### src/sv/rmdu_pkg.sv
`default_nettype none
package rmdu_pkg;

  localparam int unsigned XLEN      = 64;
  localparam int unsigned DIV_CELLS = XLEN;
  localparam int unsigned MUL_DELAY = DIV_CELLS - 2;

  typedef enum logic [3:0] {
    OP_MUL    = 4'd0,
    OP_MULH   = 4'd1,
    OP_MULHSU = 4'd2,
    OP_MULHU  = 4'd3,
    OP_DIV    = 4'd4,
    OP_DIVU   = 4'd5,
    OP_REM    = 4'd6,
    OP_REMU   = 4'd7,
    OP_MULW   = 4'd8,
    OP_DIVW   = 4'd9,
    OP_DIVUW  = 4'd10,
    OP_REMW   = 4'd11,
    OP_REMUW  = 4'd12
  } opcode_e;

  // One divide step: partial remainder, dividend/quotient shift word, divisor
  typedef struct packed {
    logic            valid;
    logic [3:0]      op;
    logic            neg_q;
    logic            neg_r;
    logic [XLEN-1:0] rem;
    logic [XLEN-1:0] nq;
    logic [XLEN-1:0] dvs;
  } cell_t;

  function automatic logic [XLEN-1:0] sext32(input logic [XLEN-1:0] v);
    return {{(XLEN-32){v[31]}}, v[31:0]};
  endfunction

endpackage
`default_nettype wire

### src/sv/rmdu_div_cell.sv
`default_nettype none
module rmdu_div_cell
  import rmdu_pkg::*;
(
  input  wire logic  clk_i,
  input  wire logic  rst_ni,
  input  wire logic  adv_i,
  input  wire cell_t cell_i,
  output cell_t      cell_o
);

  logic [XLEN:0]   trial;
  logic            ge;
  logic [XLEN:0]   diff;
  cell_t           cell_d;
  cell_t           cell_q;

  // Shift in the next dividend bit, try the subtract
  always_comb begin
    trial  = {cell_i.rem, cell_i.nq[XLEN-1]};
    ge     = trial >= {1'b0, cell_i.dvs};
    diff   = trial - {1'b0, cell_i.dvs};
    cell_d = cell_i;
    cell_d.rem = ge ? diff[XLEN-1:0] : trial[XLEN-1:0];
    cell_d.nq  = {cell_i.nq[XLEN-2:0], ge};
  end

  // Advance the item, clear under reset
  always_ff @(posedge clk_i or negedge rst_ni) begin
    if (!rst_ni) begin
      cell_q <= '0;
    end else if (adv_i) begin
      cell_q <= cell_d;
    end
  end

  assign cell_o = cell_q;

endmodule
`default_nettype wire

### config.mk
export PLATFORM = sky130hd
export DESIGN_NAME = rmdu_div_cell
export DESIGN_NICKNAME = d
export VERILOG_FILES = /design/src/sv/rmdu_pkg.sv /design/src/sv/rmdu_div_cell.sv
export SDC_FILE = /design/constraint.sdc
export NUM_CORES = 1
export LEC_CHECK = 0
export CAP_MARGIN = 20
export CELL_PAD_IN_SITES_DETAIL_PLACEMENT = 1
export CELL_PAD_IN_SITES_GLOBAL_PLACEMENT = 2
export CORE_ASPECT_RATIO = 2
export CORE_MARGIN = 2
export CORE_UTILIZATION = 41
export CTS_CLUSTER_DIAMETER = 150
export DETAILED_ROUTE_END_ITERATION = 10
export DONT_BUFFER_PORTS = 1
export PLACE_DENSITY = 0.81
export SLEW_MARGIN = 20
export SYNTH_ARGS = -nofsm -noshare
export SYNTH_HDL_FRONTEND = slang
export SYNTH_SLANG_ARGS = --single-unit
### constraint.sdc
create_clock -name clk_i -period 1.5 [get_ports clk_i]
set_clock_uncertainty 0.15 [all_clocks]
set_input_delay 0.075 -clock clk_i [delete_from_list [all_inputs] [get_ports clk_i]]
set_output_delay 0.075 -clock clk_i [all_outputs]
set_load 0.01 [all_outputs]
==> flow_summary.json <==
{
  "status": "finished, violations left",
  "violations": "negative hold slack, negative setup slack",
  "synth_seq_cells": 199,
  "rows": 89,
  "clock_path_buffers": 2,
  "grt_pass1_wl_um": 72710,
  "routabilityCongestion": 0.8380,
  "fmax_ghz": 0.3860,
  "grt_usage_pct": 29.77,
  "yosysSeqAreaShare_pct": 41.01,
  "core_area_um2": 29290,
  "drt-total-wl_um": 48100,
  "layout_commonest_cell": "buf_4",
  "io_pins": 401,
  "netlist_instances": 1234,
  "yosys.area.top_type": "dfrtp_1",
  "io_buffers": 0,
  "ys_top_cells_by_area": "dfrtp_1 41%, mux2_2 12%, ha_1 6.6%, a21oi_1 5.4%, mux2i_1 3.9%",
  "finalNetCount": 1907,
  "layout_common_cells": "275 x buf_4, 199 x dfrtp_1, 150 x dlygate4sd3_1",
  "synth_top_area_share_pct": 41.01,
  "critPathTopFamily": "compound AO/OA/AOI/OAI gates",
  "place_area_um2": 14470,
  "cp_slowest_cell": "a311oi_2",
  "firstDrtPassIters": 4,
  "grt-ovfl-total": 0,
  "wire_per_inst_um": 23.81,
  "synth_top_flop_cell": "dfrtp_1",
  "cp_max_fo": 6,
  "hp-class": "input port to asynchronous set/reset pin",
  "worst_slack_ns": -1.091,
  "path_buf_inv": 4,
  "ys_types": 73,
  "slew_headroom_pct": 50.28,
  "hold_viol_final": 372,
  "area_growth_syn_to_layout_pct": 46.49,
  "crit_chain": "inv_2, ha_4, buf_6, nand3_2, o21bai_4, a21oi_2, o211ai_1, a21oi_4, o2111ai_4, a311oi_2, buf_4, or2_4, buf_12, mux2i_2, a21oi_1",
  "ant_nets": 0,
  "grt_antenna_before_repair": 4,
  "vdd_ir_drop_max_v": 0.0008380,
  "async_flop_share_pct": 100.0,
  "avgSynthCellArea_um2": 9.841,
  "dpl.hpwl_um": 30990,
  "routed_via_density": 5.585,
  "critPathKind": "input port to flop",
  "arrival_ns": 2.76,
  "power.density_nw_per_um2": 946.5,
  "cts_tree": "done",
  "worstSetupStartpointType": "input port",
  "slowest_delay_ns": 0.39,
  "cts.htree.levels": 4,
  "fin_area_um2": 17790,
  "setup_violations": 65,
  "syn-cell-area_um2": 12140,
  "slew_viol_final": 0,
  "worstPathRequired_ns": 1.66,
  "period_needed_ns": 2.591,
  "synth-edff-count": 0,
  "rsz0062_at_grt": "true",
  "cts_sinks": 199,
  "cts.clk_slew.worst_paths_ns": 0.08,
  "die_area_um2": 31100,
  "insertion_delay_ns": 0.47,
  "start_util_pct": 41.47,
  "num_vias": 11280,
  "grt_max_degree": 259,
  "hold_ws_ns": -0.8485,
  "route.detailed.drc": 0,
  "worstMarginPinSlew_ns": 0.7458,
  "leakagePower_nw": 8.042,
  "dieWidth_um": 125.7,
  "grt_pass1_vias": 12940,
  "synth_nets": 1501,
  "drive_above_1_share_pct": 37.45,
  "finalCritPeriodShare_pct": 172.7,
  "cp-end-kind": "flop",
  "largest_reg_flops": 199,
  "die_h_um": 247.4,
  "drtIter0Drc": 382,
  "yosys_warnings": 0,
  "drv_cap": 0,
  "cts_made_buffers": 17,
  "cts_root_buf": "clkbuf_16"
}
==> cells in the mapped netlist, types with 3 or more instances <==
library cell / count
xor2_1: 23
a21oi_1: 130
o221ai_1: 5
a31oi_1: 16
a2bb2oi_1: 8
a21oi_2: 5
a211o_1: 4
o21bai_1: 18
o21a_1: 6
xnor2_1: 31
ha_1: 64
buf_2: 7
buf_6: 6
mux2_2: 134
nor3_1: 14
dfrtp_1: 199
nand4_1: 21
nand3_1: 20
or3_1: 5
nor2_1: 98
o211ai_1: 5
a21o_1: 25
nor2b_1: 6
and4_1: 5
buf_4: 4
a211oi_1: 4
or2_2: 4
inv_1: 91
o21ai_0: 48
nor4_1: 3
and3_1: 4
mux2i_1: 47
nand2_1: 77
o21ai_1: 3
nand2b_1: 5
clkbuf_1: 44
==> report_power, final <==
group / switching (mW) / internal (mW) / total [mW]
logic: 2.33 / 2.72 / 5.05
registers: 0.969 / 6.06 / 7.03
clock network: 2.50 / 2.26 / 4.76
total: 5.80 / 11.0 / 16.8
==> worst paths after layout <==
kind / slack [ns] / from / cells past startpoint / to
max in group asynchronous: 1.42 / rst_ni / 0 / cell_o[147]
min in group clk_i: -0.40 / adv_i / 1 / cell_o[177]
max: -1.09 / cell_i[2] / 15 / cell_o[134]
min reg2reg: 0.43 / cell_o[69] / 1 / cell_o[69]
min: -0.85 / rst_ni / 0 / cell_o[18]
max reg2reg: 0.44 / cell_o[18] / 1 / cell_o[18]
==> layer usage <==
metal  vias to the layer above  GRT usage (%)  share of wire, %
li1                       5181              -                 -
met1                      5621          31.84                36
met2                       385          54.75                54
met3                        90          8.623               6.9
met4                         4          11.67               3.3
met5                         -              0             0.048
==> final cells by class <==
type | count | area (um^2)
inverter | 91 | 395.4
timing repair buffer | 448 | 3935
multi-input combinational | 883 | 7407
antenna | 3 | 7.507
fill | 3057 | 11500
clock inverter | 14 | 180.2
clock buffer | 18 | 429.2
tap | 364 | 455.4
sequential | 199 | 4980
==> through the flow <==
step / setup TNS, ns / cells / power, mW / setup slack (ns) / utilization, %
finish: -65.00 / 2020 / 16.84 / -1.091 / 60.74
global route: -69.67 / 2019 / 17.57 / -1.153 / 60.73
CTS: -61.10 / 2010 / 16.60 / -1.068 / 59.75
detailed placement: -102.69 / 1799 / 11.02 / -1.656 / 49.42
global placement: -100.75 / 1799 / 10.84 / -1.633 / 49.42
floorplan: -77.32 / 1234 / 9.435 / -1.377 / -
==> cells by family after synthesis <==
| group | synth area share [%] |
|---|---|
| adders and majority gates | 6.759 |
| buffers and inverters | 5.378 |
| AOI/OAI and AO/OA | 16.00 |
| DFF | 41.01 |
| muxes | 16.30 |
| xor gates and xnor gates | 3.894 |
| and+or+nand+nor | 10.66 |
==> repair_timing <==
action / 4_1_cts / 5_1_grt
cloned: 9 / 0
resized for setup: 124 / 61
hold endpoints to repair: 398 / 397
pin swaps: 71 / 58
buffers inserted: 25 / 14
hold buffers: 146 / 4
setup endpoints to repair: 65 / 65
Power figures use the tool's default switching activity.
